==> config.mk <==
export PLATFORM = sky130hd
export DESIGN_NAME = bounded_substring_search_core_flat
export DESIGN_NICKNAME = d
export VERILOG_FILES = /design/src/hw/rtl/bss_pkg.sv /design/src/hw/rtl/bss_in_if.sv /design/src/hw/rtl/bss_out_if.sv /design/src/hw/rtl/bss_needle.sv /design/src/hw/rtl/bss_scan.sv /design/src/hw/rtl/bounded_substring_search_core.sv /design/src/flat_wrapper.sv
export SDC_FILE = /design/constraint.sdc
export NUM_CORES = 1
export LEC_CHECK = 0
export BUFFER_PORTS_ARGS = -buffer_cell sky130_fd_sc_hd__clkbuf_2
export CAP_MARGIN = 25
export CELL_PAD_IN_SITES_DETAIL_PLACEMENT = 0
export CELL_PAD_IN_SITES_GLOBAL_PLACEMENT = 1
export CORE_MARGIN = 2
export CORE_UTILIZATION = 52
export DETAILED_ROUTE_END_ITERATION = 6
export GPL_TIMING_DRIVEN = 0
export PLACE_DENSITY_LB_ADDON = 0.1
export SLEW_MARGIN = 40
export SYNTH_ARGS = -nofsm -noshare
export SYNTH_HDL_FRONTEND = slang
export SYNTH_SLANG_ARGS = --single-unit
==> constraint.sdc <==
create_clock -name i_clk -period 4.46 [get_ports i_clk]
set_clock_uncertainty 0.2 [all_clocks]
set_input_delay 0.669 -clock i_clk [delete_from_list [all_inputs] [get_ports i_clk]]
set_output_delay 0.669 -clock i_clk [all_outputs]
set_load 0.05 [all_outputs]
==> src/hw/rtl/bss_pkg.sv <==
// ---------------------------------------------------------------------------
// bss_pkg
// Shared types and constants of the bounded substring search core.
// ---------------------------------------------------------------------------
package bss_pkg;

    // default sizes
    localparam int NEEDLE_MAX_DEF   = 32;
    localparam int HAYSTACK_MAX_DEF = 65536;

    // field widths
    localparam int BYTE_W  = 8;
    localparam int POS_W   = 16;
    // holds a needle count for any needle size up to 64
    localparam int NCNT_W  = 7;

    localparam logic [POS_W-1:0] POS_MAX = '1;

    // item kinds
    localparam logic KIND_NEEDLE   = 1'b0;
    localparam logic KIND_HAYSTACK = 1'b1;

    typedef struct packed {
        logic              kind;
        logic [BYTE_W-1:0] byte_value;
        logic              last;
    } t_item;

    typedef struct packed {
        logic             found;
        logic [POS_W-1:0] match_position;
        logic             needle_overflow;
    } t_result;

    // needle status seen by the scan logic
    typedef struct packed {
        logic [NCNT_W-1:0] count;
        logic [NCNT_W-1:0] eff_len;
        logic              overflow;
        logic              closed;
    } t_needle_stat;

endpackage

==> src/hw/rtl/bss_in_if.sv <==
// ---------------------------------------------------------------------------
// bss_in_if
// Input channel: one needle or haystack byte per item.
// ---------------------------------------------------------------------------
interface bss_in_if;
    logic       valid;
    logic       ready;
    logic       kind;
    logic [7:0] byte_value;
    logic       last;

    modport source (output valid, kind, byte_value, last, input ready);
    modport sink   (input valid, kind, byte_value, last, output ready);
endinterface

==> src/hw/rtl/bss_out_if.sv <==
// ---------------------------------------------------------------------------
// bss_out_if
// Result channel: one search result per closed haystack.
// ---------------------------------------------------------------------------
interface bss_out_if;
    logic        valid;
    logic        ready;
    logic        found;
    logic [15:0] match_position;
    logic        needle_overflow;

    modport source (output valid, found, match_position, needle_overflow, input ready);
    modport sink   (input valid, found, match_position, needle_overflow, output ready);
endinterface

==> src/hw/rtl/bss_needle.sv <==
// ---------------------------------------------------------------------------
// bss_needle
// Needle byte store with its counters and the parallel byte comparators.
// ---------------------------------------------------------------------------
module bss_needle
    import bss_pkg::*;
#(
    parameter int NEEDLE_MAX = NEEDLE_MAX_DEF
) (
    input  logic                  i_clk,
    input  logic                  i_rst_n,
    input  logic                  i_fire,
    input  t_item                 i_item,
    output logic [NEEDLE_MAX-1:0] o_eq,
    output t_needle_stat          o_stat
);

    localparam int LW = $clog2(NEEDLE_MAX + 1);

    logic [BYTE_W-1:0] r_store [NEEDLE_MAX];
    logic [LW-1:0]     r_count, n_count;
    logic [LW-1:0]     r_eff, n_eff;
    logic              r_term, n_term;
    logic              r_ovf, n_ovf;
    logic              r_closed, n_closed;

    logic [LW-1:0]     base_count;
    logic              wr_en;

    // a needle byte after a closed needle starts over from empty
    always_comb begin
        base_count = r_closed ? '0 : r_count;
        wr_en      = 1'b0;
        n_count    = r_count;
        n_eff      = r_eff;
        n_term     = r_term;
        n_ovf      = r_ovf;
        n_closed   = r_closed;
        if (i_fire) begin
            if (i_item.kind == KIND_NEEDLE) begin
                if (r_closed) begin
                    n_eff  = '0;
                    n_term = 1'b0;
                    n_ovf  = 1'b0;
                end
                n_count = base_count;
                if (base_count < LW'(NEEDLE_MAX)) begin
                    wr_en   = 1'b1;
                    n_count = base_count + LW'(1);
                    if (!n_term) begin
                        if (i_item.byte_value == '0) begin
                            n_term = 1'b1;
                        end else begin
                            n_eff = n_eff + LW'(1);
                        end
                    end
                end else begin
                    n_ovf = 1'b1;
                end
                n_closed = i_item.last;
            end else begin
                n_closed = 1'b1;
            end
        end
    end

    // control registers
    always_ff @(posedge i_clk) begin
        if (!i_rst_n) begin
            r_count  <= '0;
            r_eff    <= '0;
            r_term   <= 1'b0;
            r_ovf    <= 1'b0;
            r_closed <= 1'b0;
        end else begin
            r_count  <= n_count;
            r_eff    <= n_eff;
            r_term   <= n_term;
            r_ovf    <= n_ovf;
            r_closed <= n_closed;
        end
    end

    // byte store, one write per needle item that fits
    always_ff @(posedge i_clk) begin
        for (int i = 0; i < NEEDLE_MAX; i++) begin
            if (wr_en && (base_count == LW'(i))) begin
                r_store[i] <= i_item.byte_value;
            end
        end
    end

    // one comparator per needle byte, limited to the effective length
    always_comb begin
        for (int b = 0; b < NEEDLE_MAX; b++) begin
            o_eq[b] = (r_store[b] == i_item.byte_value) && (LW'(b) < r_eff);
        end
    end

    assign o_stat.count    = NCNT_W'(r_count);
    assign o_stat.eff_len  = NCNT_W'(r_eff);
    assign o_stat.overflow = r_ovf;
    assign o_stat.closed   = r_closed;

endmodule

==> src/hw/rtl/bss_scan.sv <==
// ---------------------------------------------------------------------------
// bss_scan
// Shift-and match vector, haystack position and first-match tracking.
// ---------------------------------------------------------------------------
module bss_scan
    import bss_pkg::*;
#(
    parameter int NEEDLE_MAX   = NEEDLE_MAX_DEF,
    parameter int HAYSTACK_MAX = HAYSTACK_MAX_DEF
) (
    input  logic                  i_clk,
    input  logic                  i_rst_n,
    input  logic                  i_fire,
    input  t_item                 i_item,
    input  logic [NEEDLE_MAX-1:0] i_eq,
    input  t_needle_stat          i_stat,
    output t_result               o_result
);

    localparam int LW   = $clog2(NEEDLE_MAX + 1);
    localparam int HW   = $clog2(HAYSTACK_MAX + 1);
    localparam int SW   = (HW > POS_W) ? HW : POS_W;
    localparam int CMPW = (LW > HW) ? LW : HW;

    logic [NEEDLE_MAX-1:0] r_pm, n_pm;
    logic [HW-1:0]         r_pos, n_pos;
    logic                  r_mf, n_mf;
    logic [POS_W-1:0]      r_fi, n_fi;
    logic                  r_stop, n_stop;

    logic [LW-1:0]         len;
    logic [LW-1:0]         cnt;
    logic [NEEDLE_MAX-1:0] scan_pm;
    logic [NEEDLE_MAX-1:0] tail_vec;
    logic [SW-1:0]         start;
    logic                  hit;

    assign len = i_stat.eff_len[LW-1:0];
    assign cnt = i_stat.count[LW-1:0];

    // shift-and step and start index of a full match
    assign scan_pm  = ((r_pm << 1) | NEEDLE_MAX'(1)) & i_eq;
    assign tail_vec = scan_pm >> (len - LW'(1));
    assign start    = SW'(r_pos) + SW'(1) - SW'(len);

    always_comb begin
        n_pm     = r_pm;
        n_pos    = r_pos;
        n_mf     = r_mf;
        n_fi     = r_fi;
        n_stop   = r_stop;
        hit      = 1'b0;
        o_result = '0;
        if (i_fire) begin
            if (i_item.kind == KIND_NEEDLE) begin
                // a new needle abandons the haystack in progress
                if (i_stat.closed) begin
                    n_pm   = '0;
                    n_pos  = '0;
                    n_mf   = 1'b0;
                    n_fi   = '0;
                    n_stop = 1'b0;
                end
            end else begin
                if (r_pos < HW'(HAYSTACK_MAX)) begin
                    if (!r_stop) begin
                        if (i_item.byte_value == '0) begin
                            n_stop = 1'b1;
                        end else if (len == '0) begin
                            // empty needle matches at the first nonzero byte
                            if ((r_pos == '0) && !r_mf) begin
                                n_mf = 1'b1;
                                n_fi = '0;
                            end
                        end else begin
                            n_pm = scan_pm;
                            if (!r_mf && tail_vec[0]) begin
                                n_mf = 1'b1;
                                n_fi = (start > SW'(POS_MAX)) ? POS_MAX : start[POS_W-1:0];
                            end
                        end
                    end
                    n_pos = r_pos + HW'(1);
                end
                // closing byte: report and clear for the next haystack
                if (i_item.last) begin
                    hit                      = n_mf && (CMPW'(cnt) <= CMPW'(n_pos));
                    o_result.found           = hit;
                    o_result.match_position  = hit ? n_fi : '0;
                    o_result.needle_overflow = i_stat.overflow;
                    n_pm   = '0;
                    n_pos  = '0;
                    n_mf   = 1'b0;
                    n_fi   = '0;
                    n_stop = 1'b0;
                end
            end
        end
    end

    always_ff @(posedge i_clk) begin
        if (!i_rst_n) begin
            r_pm   <= '0;
            r_pos  <= '0;
            r_mf   <= 1'b0;
            r_fi   <= '0;
            r_stop <= 1'b0;
        end else begin
            r_pm   <= n_pm;
            r_pos  <= n_pos;
            r_mf   <= n_mf;
            r_fi   <= n_fi;
            r_stop <= n_stop;
        end
    end

endmodule

==> src/hw/rtl/bounded_substring_search_core.sv <==
// The closing haystack item passes the input register and then the result register
// before its result is valid. One item per cycle while the input is not stalled; the
// shift-and vector and its parallel byte comparators update once per accepted byte.
// A waiting result stalls the input only when the next item would also close a haystack.
// Reset is synchronous, active low; it clears the counters, flags and match
// vector, while the needle byte store keeps its contents.
// ---------------------------------------------------------------------------
// bounded_substring_search_core
// Streams a needle and then haystacks, reporting the first match per haystack.
// ---------------------------------------------------------------------------
module bounded_substring_search_core
    import bss_pkg::*;
#(
    parameter int NEEDLE_MAX   = NEEDLE_MAX_DEF,
    parameter int HAYSTACK_MAX = HAYSTACK_MAX_DEF
) (
    input  logic      i_clk,
    input  logic      i_rst_n,
    bss_in_if.sink    i_in,
    bss_out_if.source o_out
);

    logic                  r_in_valid;
    t_item                 r_item;
    logic                  r_out_valid;
    t_result               r_res;

    logic                  produces;
    logic                  advance;
    logic [NEEDLE_MAX-1:0] eq;
    t_needle_stat          stat;
    t_result               result;

    // the registered item moves on unless its result would overwrite one waiting
    assign produces   = (r_item.kind == KIND_HAYSTACK) && r_item.last;
    assign advance    = r_in_valid && (!produces || !r_out_valid || o_out.ready);
    assign i_in.ready = !r_in_valid || advance;

    // input register
    always_ff @(posedge i_clk) begin
        if (!i_rst_n) begin
            r_in_valid <= 1'b0;
        end else if (i_in.ready) begin
            r_in_valid <= i_in.valid;
        end
    end

    always_ff @(posedge i_clk) begin
        if (i_in.valid && i_in.ready) begin
            r_item.kind       <= i_in.kind;
            r_item.byte_value <= i_in.byte_value;
            r_item.last       <= i_in.last;
        end
    end

    bss_needle #(
        .NEEDLE_MAX (NEEDLE_MAX)
    ) u_needle (
        .i_clk   (i_clk),
        .i_rst_n (i_rst_n),
        .i_fire  (advance),
        .i_item  (r_item),
        .o_eq    (eq),
        .o_stat  (stat)
    );

    bss_scan #(
        .NEEDLE_MAX   (NEEDLE_MAX),
        .HAYSTACK_MAX (HAYSTACK_MAX)
    ) u_scan (
        .i_clk    (i_clk),
        .i_rst_n  (i_rst_n),
        .i_fire   (advance),
        .i_item   (r_item),
        .i_eq     (eq),
        .i_stat   (stat),
        .o_result (result)
    );

    // result register
    always_ff @(posedge i_clk) begin
        if (!i_rst_n) begin
            r_out_valid <= 1'b0;
        end else if (advance && produces) begin
            r_out_valid <= 1'b1;
        end else if (o_out.ready) begin
            r_out_valid <= 1'b0;
        end
    end

    always_ff @(posedge i_clk) begin
        if (advance && produces) begin
            r_res <= result;
        end
    end

    assign o_out.valid           = r_out_valid;
    assign o_out.found           = r_res.found;
    assign o_out.match_position  = r_res.match_position;
    assign o_out.needle_overflow = r_res.needle_overflow;

endmodule

==> src/flat_wrapper.sv <==
// flat-port wrapper written by rule: the top's interface ports become plain ports
module bounded_substring_search_core_flat import bss_pkg::*;
#(
    parameter int NEEDLE_MAX   = NEEDLE_MAX_DEF,
    parameter int HAYSTACK_MAX = HAYSTACK_MAX_DEF
)
  (i_clk, i_rst_n, i_in_valid, i_in_kind, i_in_byte_value, i_in_last, i_in_ready, o_out_valid, o_out_found, o_out_match_position, o_out_needle_overflow, o_out_ready);
  bss_in_if i_in_i ();
  bss_out_if o_out_i ();
  input  logic i_clk;
  input  logic i_rst_n;
  input wire logic [$bits(i_in_i.valid)-1:0] i_in_valid;
  input wire logic [$bits(i_in_i.kind)-1:0] i_in_kind;
  input wire logic [$bits(i_in_i.byte_value)-1:0] i_in_byte_value;
  input wire logic [$bits(i_in_i.last)-1:0] i_in_last;
  output wire logic [$bits(i_in_i.ready)-1:0] i_in_ready;
  output wire logic [$bits(o_out_i.valid)-1:0] o_out_valid;
  output wire logic [$bits(o_out_i.found)-1:0] o_out_found;
  output wire logic [$bits(o_out_i.match_position)-1:0] o_out_match_position;
  output wire logic [$bits(o_out_i.needle_overflow)-1:0] o_out_needle_overflow;
  input wire logic [$bits(o_out_i.ready)-1:0] o_out_ready;
  assign i_in_i.valid = i_in_valid;
  assign i_in_i.kind = i_in_kind;
  assign i_in_i.byte_value = i_in_byte_value;
  assign i_in_i.last = i_in_last;
  assign i_in_ready = i_in_i.ready;
  assign o_out_valid = o_out_i.valid;
  assign o_out_found = o_out_i.found;
  assign o_out_match_position = o_out_i.match_position;
  assign o_out_needle_overflow = o_out_i.needle_overflow;
  assign o_out_i.ready = o_out_ready;
  bounded_substring_search_core #(.NEEDLE_MAX(NEEDLE_MAX), .HAYSTACK_MAX(HAYSTACK_MAX)) u_core (.i_clk(i_clk), .i_rst_n(i_rst_n), .i_in(i_in_i), .o_out(o_out_i));
endmodule
* After elaboration in Yosys (flattened, before gate mapping)
Memory sizes are Yosys's and may differ from the RTL's.
Index checks and enable logic that the tools add are counted.
** Word-level totals
- Bits in registers :: 111
- Bits in latches :: 0
- Bits in writable memories :: 256
- Memory bits (read-only) :: 0
- Input bits :: 14
- Output and inout port bits :: 20
- Logic and storage cells :: 469
- Memories :: 1
** Memories
- u_core.u_needle.r_store :: words 32, width 8, rd ports 32, clocked after memory_dff 0, write ports 1, line bss_needle.sv:20 : logic [BYTE_W-1:0] r_store [NEEDLE_MAX];
** Cells by class
- Add/subtract/negate cells :: 5
- Multipliers :: 0
- Divide/modulo/power cells :: 0
- $lt $le $gt $ge :: 36
- Eq/ne operators :: 68
- Shifts and indexed selects :: 1
- Mux-type cells :: 216
- Bitwise operators :: 2
- Reductions and logical operators :: 122
** Operator list (count)
- equality test 8 bit :: 32
- two-way mux 8 bit :: 31
- OR reduction 8 bit :: 31
- two-way mux 31 bit :: 7
- two-way mux 16 bit :: 10
- two-way mux 5 bit :: 31
- two-way mux 1 bit :: 123
- two-way mux 17 bit :: 6
- equality test 6 x 5 -> 1 bit (second input constant) :: 16
- < comparator 5 x 6 -> 1 bit (first input constant) :: 16
- logical AND 1 bit :: 71
- equality test 6 x 4 -> 1 bit (second input constant) :: 8
- < comparator 4 x 6 -> 1 bit (first input constant) :: 8
- two-way mux 6 bit :: 8
- bitwise AND 32 bit :: 1
- >> shifter 32 x 6 -> 1 bit :: 1
- equality test 6 x 3 -> 1 bit (second input constant) :: 4
- < comparator 3 x 6 -> 1 bit (first input constant) :: 4
- adder 17 x 1 -> 17 bit (second input constant) :: 1
- > comparator 17 x 16 -> 1 bit (second input constant) :: 1
- <= comparator 6 x 17 -> 1 bit :: 1
- logical NOT 17 bit :: 1
- < comparator 17 bit (second input constant) :: 1
- subtractor 17 x 6 -> 17 bit :: 1
- other kinds (19) :: 36

* Depth between registers and ports, before layout
Gate-level depths: netlist (run 1).
- Word-level depth :: 41
- Gate-level depth with buffers :: 17
- Depth with buffers taken out :: 13

* Cells and area by module
Synthesis (run 1) repeated with hierarchy kept, for this count alone.
** Unflattened totals
- Cells, all modules :: 1492
- Area, all modules :: 17900.9 µm²
** Modules (own cells, without submodules)
- bss_needle :: times used 1, cells each 836, area an instance 11990.2 µm², seq. area each 7987.7 µm²
- bss_scan :: times used 1, cells each 614, area an instance 4946.0 µm², seq. area each 1321.3 µm²
- bounded_substring_search_core :: times used 1, cells each 42, area an instance 964.7 µm², seq. area each 880.8 µm²

* Worst setup path before layout (run 1)
OpenSTA, ideal clock, no wires.
- Path kind :: reg2reg
- From :: reg u_core.u_needle.r_eff[0]
- To :: reg u_core.r_res (netlist bit u_core.o_out.match_position[14]), data pin
- Setup time :: 0.255 ns
- Arrival :: 3.044 ns
- Required time :: 4.005 ns
- Path slack :: 0.961 ns
- Stages on the path, launching flop included :: 15
- Path buffers :: 4
- Period minus slack after synthesis :: 3.499 ns
- Cells stage by stage :: dfxtp_1 > buf_2 > inv_1 > clkbuf_1 > ha_1 > buf_6 > xnor2_1 > nor4_1 > o311ai_1 > a211oi_2 > a32oi_1 > or2_1 > buf_6 > a31o_2 > and2_1
** On the way
- Word-level cells in the longest chain between the ends :: 14
- Elaborated cells between the ends (all ways) :: 86
- Classes of those cells :: 2 x add/sub; 33 x order compare; 1 x shift; 13 x mux; 1 x bitwise; 36 x reduce/logical
** RTL lines
- start: declaration :: line bss_needle.sv:22 : logic [LW-1:0] r_eff, n_eff;
- start signal: assignment :: line bss_needle.sv:77 : r_eff <= n_eff;
- < comparator 1 x 6 -> 1 bit (tied with other cells) :: line bss_needle.sv:96 : o_eq[b] = (r_store[b] == i_item.byte_value) && (LW'(b) < r_eff);
- logical AND 1 bit :: line bss_needle.sv:96
- bitwise AND 32 bit :: line bss_scan.sv:42 : assign scan_pm = ((r_pm << 1) | NEEDLE_MAX'(1)) & i_eq;
- >> shifter 32 x 6 -> 1 bit :: line bss_scan.sv:43 : assign tail_vec = scan_pm >> (len - LW'(1));
- logical AND 1 bit :: line bss_scan.sv:77 : if (!r_mf && tail_vec[0]) begin
- two-way mux 1 bit :: line bss_scan.sv:77
- two-way mux 1 bit :: line bss_scan.sv:69 : end else if (len == '0) begin
- two-way mux 1 bit :: line bss_scan.sv:67 : if (i_item.byte_value == '0) begin
- two-way mux 1 bit :: line bss_scan.sv:66 : if (!r_stop) begin
- two-way mux 1 bit :: line bss_scan.sv:65 : if (r_pos < HW'(HAYSTACK_MAX)) begin
- two-way mux 1 bit :: line bss_scan.sv:55 : if (i_item.kind == KIND_NEEDLE) begin
- two-way mux 1 bit :: line bss_scan.sv:54 : if (i_fire) begin
- logical AND 1 bit :: line bss_scan.sv:87 : hit = n_mf && (CMPW'(cnt) <= CMPW'(n_pos));
- AND reduction 4 bit (no source line)
- end signal: assignment :: line bounded_substring_search_core.sv:93 : r_res <= result;
- end: declaration :: line bounded_substring_search_core.sv:26 : t_result r_res;
Parallel ways exist; a longest one is shown, timed or not. The select of a mux whose other input is x is not followed.
A chain may end at the register's enable or synchronous reset.

* Worst setup path in the final report (run 1)
- From :: reg u_core.r_item[1] (netlist name)
- To :: reg u_core.r_res (netlist bit u_core.o_out.match_position[14]), data pin
** On the way
- Word-level cells in the longest chain between the ends :: 14
- Elaborated cells between the ends (all ways) :: 82
- Classes of those cells :: 32 x eq/ne; 1 x shift; 12 x mux; 1 x bitwise; 36 x reduce/logical
** RTL lines
- start: declaration :: line bounded_substring_search_core.sv:24 : t_item r_item;
- equality test 8 bit :: line bss_needle.sv:96
- logical AND 1 bit :: line bss_needle.sv:96
- bitwise AND 32 bit :: line bss_scan.sv:42
- >> shifter 32 x 6 -> 1 bit :: line bss_scan.sv:43
- logical AND 1 bit :: line bss_scan.sv:77
- two-way mux 1 bit :: line bss_scan.sv:77
- two-way mux 1 bit :: line bss_scan.sv:69
- two-way mux 1 bit :: line bss_scan.sv:67
- two-way mux 1 bit :: line bss_scan.sv:66
- two-way mux 1 bit :: line bss_scan.sv:65
- two-way mux 1 bit :: line bss_scan.sv:55
- two-way mux 1 bit :: line bss_scan.sv:54
- logical AND 1 bit :: line bss_scan.sv:87
- AND reduction 4 bit (no source line)
Parallel ways exist; a longest one is shown, timed or not. The select of a mux whose other input is x is not followed.

==> results of run 1 <==
stage by stage:
| step | setup WS, ns | TNS (ns) | cell area (um^2) |
|---|---|---|---|
| CTS | -0.00938 | -0.0141 | 20100 |
| floorplan | 0.961 | 0 | 17800 |
| global placement | -0.654 | -29.19 | 18500 |
| global route | 0.00576 | 0 | 20300 |
| detailed placement | -0.255 | -4.61 | 18800 |
| finish | 0.142 | 0 | 20300 |
critical path, cell delays in order (launching register included):
cell      delay (ns)
edfxtp_1        0.59
buf_6           0.23
buf_6           0.16
buf_2           0.23
buf_2           0.44
xnor2_1         0.17
nand3_1         0.14
nor4_1          0.45
o22ai_1         0.22
nand4_1         0.22
a32oi_2         0.20
or2_1           0.26
buf_6           0.15
a31o_2          0.23
and2_1          0.15
kinds of logic (layout without fill, tap and decap cells):
group,Yosys count,after routing
xor+xnor,292,292
flops,367,367
fa+ha+maj,24,24
buf+inv,111,247
simple gates,468,468
compound gates,207,207
mux,3,3
flip-flops by register name, indices dropped and copies added, names as in the netlist:
register and count:
u_core.u_needle.r_store 256, u_core.u_scan.r_pm 31, u_core.u_scan.r_pos 17, u_core.o_out.match_position 16
u_core.u_scan.r_fi 16, u_core.r_item 10, u_core.u_needle.r_count 6, u_core.u_needle.r_eff 6
u_core.o_out.found 1, u_core.o_out.needle_overflow 1, u_core.o_out.valid 1, u_core.r_in_valid 1
u_core.u_needle.r_closed 1, u_core.u_needle.r_ovf 1, u_core.u_needle.r_term 1, u_core.u_scan.r_mf 1
u_core.u_scan.r_stop 1
cell usage after synthesis (all sizes together), types with 3 or more instances:
cell type | instances | area (um^2)
and4 | 3 | 26.3
o41ai | 3 | 26.3
nand2b | 8 | 50.1
nor4 | 38 | 263
a21o | 4 | 30.0
nor2 | 80 | 319
inv | 22 | 82.6
a22o | 24 | 210
and2 | 17 | 106
nor4b | 5 | 62.6
nand2 | 77 | 292
a32oi | 5 | 43.8
or4 | 5 | 41.3
buf | 60 | 415
nor3 | 47 | 240
o311ai | 5 | 58.8
clkbuf | 29 | 110
a31oi | 6 | 37.5
or3 | 6 | 47.5
xor2 | 15 | 150
a22oi | 36 | 270
ha | 23 | 288
o31ai | 4 | 30.0
o211ai | 15 | 123
o21ai | 36 | 184
and3 | 4 | 25.0
nor2b | 56 | 350
a211oi | 8 | 70.1
edfxtp | 284 | 8530
a21boi | 13 | 97.6
o21a | 11 | 82.6
nand4 | 57 | 357
a21oi | 18 | 90.1
dfxtp | 83 | 1660
nand3 | 51 | 260
or2 | 7 | 43.8
xnor2 | 277 | 2440
repair_timing:
| item | CTS | global route |
|---|---|---|
| endpoints found under the setup margin | 33 | 63 |
| endpoints found under the hold margin | 0 | 0 |
| cloned | 0 | 0 |
| hold buffers | 0 | 0 |
| setup buffers | 0 | 4 |
| pin swaps | 0 | 1 |
| gates resized for setup | 5 | 17 |
area by class of cell:
type	instances	share of cell area
sequential	367	0.503
multi-input combinational	994	0.351
clock buffer	60	0.0562
tap	448	0.0277
buffer	89	0.0264
timing repair buffer	62	0.0241
clock inverter	14	0.00698
inverter	22	0.00408
worst min path at each step:
stage,start,to,depth (start not counted),slack (ns)
2_1_floorplan,u_core.u_needle.r_ovf$_SDFFE_PN0P_,u_core.u_needle.r_ovf$_SDFFE_PN0P_,2,0.23
5_1_grt,i_in_byte_value[7],u_core.r_item[8]$_DFFE_PP_,1,0.09
3_3_place_gp,u_core.u_scan.r_fi[6]$_SDFFE_PN0P_,u_core.u_scan.r_fi[6]$_SDFFE_PN0P_,1,0.26
4_1_cts,i_in_byte_value[7],u_core.r_item[8]$_DFFE_PP_,1,0.08
6_report,i_in_byte_value[7],u_core.r_item[8]$_DFFE_PP_,1,0.10
3_5_place_dp,u_core.u_scan.r_fi[6]$_SDFFE_PN0P_,u_core.u_scan.r_fi[6]$_SDFFE_PN0P_,1,0.26
per-layer routing:
| metal | vias to the layer above | share of wire | wire length [um] |
|---|---|---|---|
| met5 | - | 0 | 0 |
| met4 | 0 | 0.043 | 2190 |
| met3 | 128 | 0.070 | 3590 |
| met2 | 521 | 0.47 | 24300 |
| met1 | 6056 | 0.42 | 21300 |
| li1 | 5600 | - | - |
cell usage in the layout (no fill, tap or decap), drive strengths merged, types with 22 or more instances in the layout:
| master | Yosys | final |
|---|---|---|
| a22o | 24 | 24 |
| a22oi | 36 | 36 |
| buf | 60 | 87 |
| clkbuf | 29 | 124 |
| dfxtp | 83 | 83 |
| edfxtp | 284 | 284 |
| ha | 23 | 23 |
| inv | 22 | 22 |
| nand2 | 77 | 77 |
| nand3 | 51 | 51 |
| nand4 | 57 | 57 |
| nor2 | 80 | 80 |
| nor2b | 56 | 56 |
| nor3 | 47 | 47 |
| nor4 | 38 | 38 |
| o21ai | 36 | 36 |
| xnor2 | 277 | 277 |
where the power goes:
part	leakage (uW)	total (uW)	internal [uW]	switching, uW
clock network	0.000607	3240	1890	1350
registers	0.00324	3710	3690	15.5
logic	0.00255	526	182	344
==> reports/metrics.yaml, run 1 <==
yosys:
  yosys.area_share.simple: 0.143
  syn_inst: 1472
  synth.area.mux_share: 0.00176
  yosysSeqAreaShare: 0.573
  synthesis.nets: 1510
  async_reset_ff_frac: 0
  synth_xor_area_frac: 0.146
  synth_top_family_by_area: "XOR/XNOR gates"
  synthFlopType: "edfxtp_1"
  synth_cell_type_count: 80
  synth_fa_ha_area_frac: 0.0173
  syn-cell-area_mm2: 0.0178
  avgSynthCellArea_um2: 12.1
  synth_compound_area_frac: 0.0854
  synth_edf_count: 284
  synth_warnings: 0
  ys_seq_elements: 367
power:
  powerDensity_mw_per_mm2: 369
  p_total_uw: 7470
  vdd_drop_max_v: 0.000382
  p_leak_uw: 0.00640
clock_network:
  cts_sinks: 367
  root_buffer: "clkbuf_16"
  cts_buffer_depth: 3
  cts_max_level: 2
  cts_tree: "done"
  clkTransAtPathRegs_ns: 0.06
  clkLatencyLatePin_ns: 0.55
  numCtsBuffers: 41
global_route:
  grt_max_degree: 21
  grt.total_usage: 0.291
  grt_first_pass_wirelength_um: 76500
  grt-busiest-layer: "met2"
  use_met1: 0.389
  grt_use_met2: 0.474
  antenna_found_initial: 0
  grt_overflow_total: 0
  grt.met3_usage: 0.0450
  grt_pass1_vias: 11997
drt:
  drt_iter0_drc: 1061
  drt_wl_total_um: 51400
  viasPerCell: 5.98
  firstDrtPassIters: 6
  ant_nets: 0
  route.detailed.drc: 0
  vias: 12305
  wl_per_cell_um: 25.0
sta:
  hold_viol: 0
  hold_slack_ns: 0.101
  finalCriticalPeriod_ns: 4.32
  slew_headroom: 0.441
  worst_pin_slew_ns: 0.836
  period_share: 0.968
  clock.fmax_ghz: 0.232
  rsz0062_at_grt: "false"
  finalSetupViolCount: 0
  slew_violations: 0
floorplan:
  die_h_um: 189
  coreArea_mm2: 0.0336
  placementRows: 67
  initial_core_util: 0.529
  die_w_um: 189
  die_area_mm2: 0.0357
  pin_count: 34
placement:
  place_inst: 1978
  gp_congestion: 0.967
  hpwl_um: 36700
  io_buffer_count: 33
finish:
  multi_input_area_mm2: 0.00711
  drive_above_1_share: 0.144
  fillCellCount: 2738
  nets: 1615
  seq_area_mm2: 0.0102
  syn_to_final_growth_pct: 13.8
  fin_cells: 2056
  antenna_cells: 0
  utilization: 0.602
setup_path:
  critical_path_arrival_ns: 4.41
  critical_path_class: "flop to flop"
  cp.required_ns: 4.56
  r2r_end: "u_core.o_out.match_position[14]$_SDFFCE_PN0P_"
  startpoint: "u_core.r_item[1]$_DFFE_PP_"
  setup.worst_path.end_class: "flop"
  reg2reg_from: "u_core.r_item[1]$_DFFE_PP_"
  ff2ff_path_depth: 14
  worstPathMaxFanout: 10
  r2r_slack_ns: 0.14
  worstSetupEndpoint: "u_core.o_out.match_position[14]$_SDFFCE_PN0P_"
  cp-start-kind: "flop"
run:
  maxCapViolCount: 0
status:
  status: "completed"
worst_hold_path:
  min_path_type: "input pin to flop"
Power figures use the tool's default switching activity.
==> run 2, diff against run 1 <==
==> constraint.sdc (replaced) <==
create_clock -name i_clk -period 4.46 [get_ports i_clk]
set_clock_uncertainty 0.2 [all_clocks]
set_input_delay 0.446 -clock i_clk [delete_from_list [all_inputs] [get_ports i_clk]]
set_output_delay 0.446 -clock i_clk [all_outputs]
set_load 0.05 [all_outputs]
==> reports/metrics.yaml, run 2 (synthesis results as in run 1) <==
drt:
  drt_wl_total_um: 51600
  route.detailed.drc: 0
  drt_iter0_drc: 991
  wl_per_cell_um: 24.9
  viasPerCell: 5.97
  ant_nets: 0
  vias: 12345
  firstDrtPassIters: 5
floorplan:
  die_area_mm2: 0.0357
  die_w_um: 189
  placementRows: 67
  initial_core_util: 0.529
  coreArea_mm2: 0.0336
  die_h_um: 189
  pin_count: 34
global_route:
  grt_overflow_total: 0
  grt.total_usage: 0.292
  antenna_found_initial: 0
  grt_pass1_vias: 12038
  grt_first_pass_wirelength_um: 76600
  grt_max_degree: 21
sta:
  finalSetupViolCount: 0
  hold_viol: 0
  clock.fmax_ghz: 0.230
  finalCriticalPeriod_ns: 4.34
  worst_pin_slew_ns: 0.833
  period_share: 0.973
  slew_violations: 0
  fin_ws_ns: 0.119
  rsz0062_at_grt: "false"
  slew_headroom: 0.443
finish:
  syn_to_final_growth_pct: 14.5
  antenna_cells: 0
  layout_common_cells: "edfxtp_1, xnor2_1, dfxtp_1, nor2_1, nand2_1"
  largest_registers: "u_core.u_needle.r_store: 256 flops, u_core.u_scan.r_pm: 31 flops, u_core.u_scan.r_pos: 17 flops"
  utilization: 0.606
  final_cell_area_mm2: 0.0204
  seq_area_mm2: 0.0102
  multi_input_area_mm2: 0.00711
  fillCellCount: 2722
  largest_register: "u_core.u_needle.r_store"
  nets: 1627
  largest_reg_flops: 256
  drive_above_1_share: 0.144
  layout_commonest_cell: "edfxtp_1"
clock_network:
  cts_sinks: 367
  clkTransAtPathRegs_ns: 0.05
  numCtsBuffers: 41
  cts_buffer_depth: 3
  cts_max_level: 2
  clkLatencyLatePin_ns: 0.55
  cts_tree: "done"
  root_buffer: "clkbuf_16"
power:
  p_leak_uw: 0.00645
  vdd_drop_max_v: 0.000382
  powerDensity_mw_per_mm2: 367
  p_total_uw: 7480
setup_path:
  critical_path_class: "flop to flop"
  critical_path_arrival_ns: 4.43
  setup.worst_path.end_class: "flop"
  worstPathMaxFanout: 10
  cp.required_ns: 4.55
  cp-start-kind: "flop"
placement:
  dp_worst_setup_slack_ns: -0.255
  gp_congestion: 0.967
  io_buffer_count: 33
  hpwl_um: 36700
  placedInstanceArea_mm2: 0.0188
run:
  maxCapViolCount: 0
status:
  status: "completed"
worst_hold_path:
  min_path_type: "input pin to flop"
==> run 2: cell count changes in the layout (fill, tap and decap cells not counted), sizes merged <==
| cell | before | now |
|---|---|---|
| dlygate4sd3 | 0 | 11 |
| buf | 87 | 88 |
==> run 2: layer usage <==
layer  part of all wire  vias up  wire length (um)  GRT usage
li1                   -     5614                 -          -
met1               0.42     6088             21700      0.389
met2               0.47      510             24300      0.476
met3              0.065      133              3340     0.0436
met4              0.044        0              2250      0.126
met5                  0        -                 0          0
==> run 2: worst max-delay path: stages (launching register included) <==
cell and delay, ns:
dfxtp_2 0.40, clkbuf_4 0.26, inv_1 0.10, clkbuf_2 0.28, ha_1 0.30, buf_6 0.16, nand3b_1 0.25, o2bb2ai_1 0.18
nor4_2 0.46, a211oi_1 0.17, a211oi_2 0.30, a32oi_2 0.24, or2_1 0.26, buf_6 0.16, a31o_2 0.23, and2_1 0.15
==> run 2: path summary, 6_finish.rpt <==
kind	from	endpoint	slack, ns	cells past startpoint
min	o_out_ready	u_core.o_out.valid$_SDFFE_PN0P_	0.04	3
max reg2reg	u_core.u_needle.r_eff[0]$_SDFFE_PN0P_	u_core.o_out.match_position[14]$_SDFFCE_PN0P_	0.12	15
min reg2reg	u_core.u_scan.r_fi[6]$_SDFFE_PN0P_	u_core.u_scan.r_fi[6]$_SDFFE_PN0P_	0.27	1
max	u_core.u_needle.r_eff[0]$_SDFFE_PN0P_	u_core.o_out.match_position[14]$_SDFFCE_PN0P_	0.12	15
==> run 2: area by class of cell <==
| cell class | instances | share of cell area |
|---|---|---|
| repair buffers | 74 | 0.0297 |
| clock inverters | 14 | 0.00694 |
| clock buffers | 60 | 0.0559 |
| multi-input cells | 994 | 0.349 |
| plain buffers | 89 | 0.0262 |
| well taps | 448 | 0.0275 |
| flip-flops and latches | 367 | 0.500 |
| inverters | 22 | 0.00405 |
==> run 2: per-stage QoR <==
step	hold WS [ns]	instances	TNS, ns
after floorplan	0.229	1472	0
after global placement	0.256	1953	-29.19
after detailed placement	0.256	1978	-4.61
after CTS	0.0223	2063	-0.0141
after global routing	0.0573	2068	0
final	0.0400	2068	0
==> run 2: power breakdown <==
group,switching (uW),leakage (uW),internal (uW),total [uW]
Sequential,15.7,0.00324,3690,3710
Combinational,347,0.00261,189,536
Clock,1340,0.000607,1890,3230
==> run 2: what timing repair did <==
action / in CTS / in global routing
endpoints found under the setup margin: 33 / 63
resized for setup: 5 / 17
buffers inserted: 0 / 5
endpoints found under the hold margin: 11 / 0
hold buffers: 11 / 0
pin swaps: 0 / 1
==> run 3, diff against run 2 <==
CELL_PAD_IN_SITES_DETAIL_PLACEMENT = 1   (was 0)
==> reports/metrics.yaml, run 3 (synthesis results as in run 1) <==
sta:
  finalCriticalPeriod_ns: 4.36
  finalSetupViolCount: 0
  clock.fmax_ghz: 0.229
  slew_headroom: 0.472
  slew_violations: 0
  worst_pin_slew_ns: 0.792
  period_share: 0.978
  hold_viol: 0
setup_path:
  cp.depth: 15
  ff2ff_path_depth: 15
  r2r_end: "u_core.o_out.match_position[14]$_SDFFCE_PN0P_"
  setup.worst_path.end_class: "flop"
  crit_family: "compound AO/OA/AOI/OAI gates"
  cp.required_ns: 4.57
  cpMostUsedCell: "buf_6"
  critPathBufInv: 5
  critical_path_class: "flop to flop"
  reg2reg_from: "u_core.u_needle.r_eff[0]$_SDFFE_PN0P_"
  crit_chain: "buf_4 -> inv_1 -> buf_2 -> ha_1 -> buf_6 -> nand3b_1 -> o2bb2ai_1 -> nor4_4 -> a211oi_1 -> a211oi_2 -> a32oi_2 -> or2_1 -> buf_6 -> a31o_2 -> and2_1"
  r2r_slack_ns: 0.1
  critical_path_arrival_ns: 4.47
  cp_slowest_stage_delay_ns: 0.50
  cp-start-kind: "flop"
  cp_slowest_cell: "dfxtp_1"
  worstPathMaxFanout: 10
placement:
  place_inst: 1978
  placedInstanceArea_mm2: 0.0188
  gp_congestion: 0.967
  hpwl_um: 39800
  io_buffer_count: 33
worst_hold_path:
  holdCritStartpoint: "o_out_ready"
  min_path_type: "input pin to flop"
  hold-path-endpoint: "u_core.o_out.valid$_SDFFE_PN0P_"
  hold_depth: 3
global_route:
  grt_first_pass_wirelength_um: 84600
  antenna_found_initial: 1
  grt_pass1_vias: 13242
  grt_max_degree: 21
  grt_overflow_total: 0
  grt.total_usage: 0.321
finish:
  layout_commonest_cell: "edfxtp_1"
  fillCellCount: 3413
  multi_input_area_mm2: 0.00713
  final_cell_area_mm2: 0.0204
  seq_area_mm2: 0.0102
  nets: 1626
  largest_reg_flops: 256
  largest_registers: "u_core.u_needle.r_store: 256 flops, u_core.u_scan.r_pm: 31 flops, u_core.u_scan.r_pos: 17 flops"
  syn_to_final_growth_pct: 14.6
  largest_register: "u_core.u_needle.r_store"
  fin_cells: 2064
  layout_common_cells: "edfxtp_1, xnor2_1, dfxtp_1, nor2_1, nand2_1"
  drive_above_1_share: 0.145
  antenna_cells: 0
power:
  power.internal_uw: 5810
  seqPwrFrac: 0.491
  pwr-share-comb: 0.074
  powerDensity_mw_per_mm2: 371
  vdd_drop_max_v: 0.000347
  p_sw_frac: 0.231
  p_sw_uw: 1740
  p_leak_uw: 0.00647
  clock_power_share: 0.436
drt:
  vias: 12762
  wl_met3_um: 3840
  wl_per_cell_um: 27.9
  route.detailed.drc: 0
  route.met2.wl_um: 28500
  dr.max_layer_used: "met4"
  firstDrtPassIters: 5
  drt_wl_total_um: 57600
  viasPerCell: 6.18
  drt_iter0_drc: 988
  ant_nets: 0
  m1WireLength_um: 22700
clock_network:
  root_buffer: "clkbuf_16"
  cts_max_level: 2
  clkLatencyLatePin_ns: 0.55
  numCtsBuffers: 40
  cts_buffer_depth: 3
  clkTransAtPathRegs_ns: 0.06
  cts_tree: "done"
  cts_sinks: 367
floorplan:
  die_area_mm2: 0.0357
  coreArea_mm2: 0.0336
  placementRows: 67
  initial_core_util: 0.529
  die_w_um: 189
  pin_count: 34
  die_h_um: 189
status:
  status: "completed"
run:
  maxCapViolCount: 0
[run 3: cell count changes in the layout (fill, tap and decap cells not counted), sizes merged]
| cell | before | now |
|---|---|---|
| clkbuf | 124 | 121 |
| clkinvlp | 4 | 2 |
| inv | 22 | 23 |
| bufinv | 2 | 3 |
| buf | 88 | 90 |
| clkinv | 8 | 5 |
[run 3: how the worst max path moves through the flow]
stage	end	slack [ns]	startpoint
2_1_floorplan	u_core.o_out.match_position[14]$_SDFFCE_PN0P_	0.96	u_core.u_needle.r_eff[0]$_SDFFE_PN0P_
3_3_place_gp	u_core.o_out.match_position[14]$_SDFFCE_PN0P_	-0.65	u_core.r_item[4]$_DFFE_PP_
3_5_place_dp	u_core.o_out.match_position[14]$_SDFFCE_PN0P_	-0.40	u_core.u_needle.r_eff[0]$_SDFFE_PN0P_
4_1_cts	u_core.o_out.match_position[14]$_SDFFCE_PN0P_	-0.004	u_core.u_needle.r_eff[0]$_SDFFE_PN0P_
5_1_grt	u_core.u_scan.r_pm[2]$_SDFFE_PN0P_	-0.005	u_core.r_item[4]$_DFFE_PP_
6_report	u_core.o_out.match_position[14]$_SDFFCE_PN0P_	0.1	u_core.u_needle.r_eff[0]$_SDFFE_PN0P_
[run 3: worst register-to-register path, stage by stage (launching register included)]
cell and delay, ns:
dfxtp_1 0.50, buf_4 0.27, inv_1 0.10, buf_2 0.24, ha_1 0.25, buf_6 0.16
nand3b_1 0.27, o2bb2ai_1 0.23, nor4_4 0.42, a211oi_1 0.16, a211oi_2 0.29, a32oi_2 0.24
or2_1 0.27, buf_6 0.15, a31o_2 0.24, and2_1 0.15
[run 3: area by class of cell]
| class | count | share of cell area |
|---|---|---|
| plain buffers | 89 | 0.0262 |
| clock buffers | 59 | 0.0555 |
| clock inverters | 11 | 0.00724 |
| inverters | 22 | 0.00405 |
| multi-input cells | 994 | 0.350 |
| flip-flops and latches | 367 | 0.500 |
| well taps | 448 | 0.0275 |
| repair buffers | 74 | 0.0297 |
[run 3: metrics by stage]
step                      TNS [ns]  total power (uW)  worst slack [ns]  utilization  hold slack (ns)
final                            0              7550            0.0980        0.606           0.0704
after global routing      -0.00544              7720          -0.00544        0.606           0.0951
after CTS                 -0.00415              7560          -0.00415        0.603           0.0635
after detailed placement     -9.45              4300            -0.399        0.560            0.265
after global placement      -29.19              4260            -0.654        0.551            0.256
after floorplan                  0              4090             0.961            -            0.229
[run 3: metal layers]
layer	global-route usage	up-vias
met2	0.548	517
met3	0.0482	155
met5	0	-
met1	0.409	6489
li1	-	5601
met4	0.137	0
[run 3: timing repair]
action | 4_1_cts | 5_1_grt
setup buffers | 0 | 5
gates resized for setup | 13 | 10
endpoints found under the setup margin | 35 | 45
hold endpoints to repair | 11 | 0
pin swaps | 0 | 2
cloned | 0 | 0
hold buffers | 11 | 0
[run 3: power groups by stage]
stage	Clock (uW)	Combinational [uW]	Sequential, uW
after global routing	3430	582	3710
final	3290	556	3710
after floorplan	0	288	3800
after global placement	0	429	3830
after CTS	3320	534	3710
after detailed placement	0	518	3780
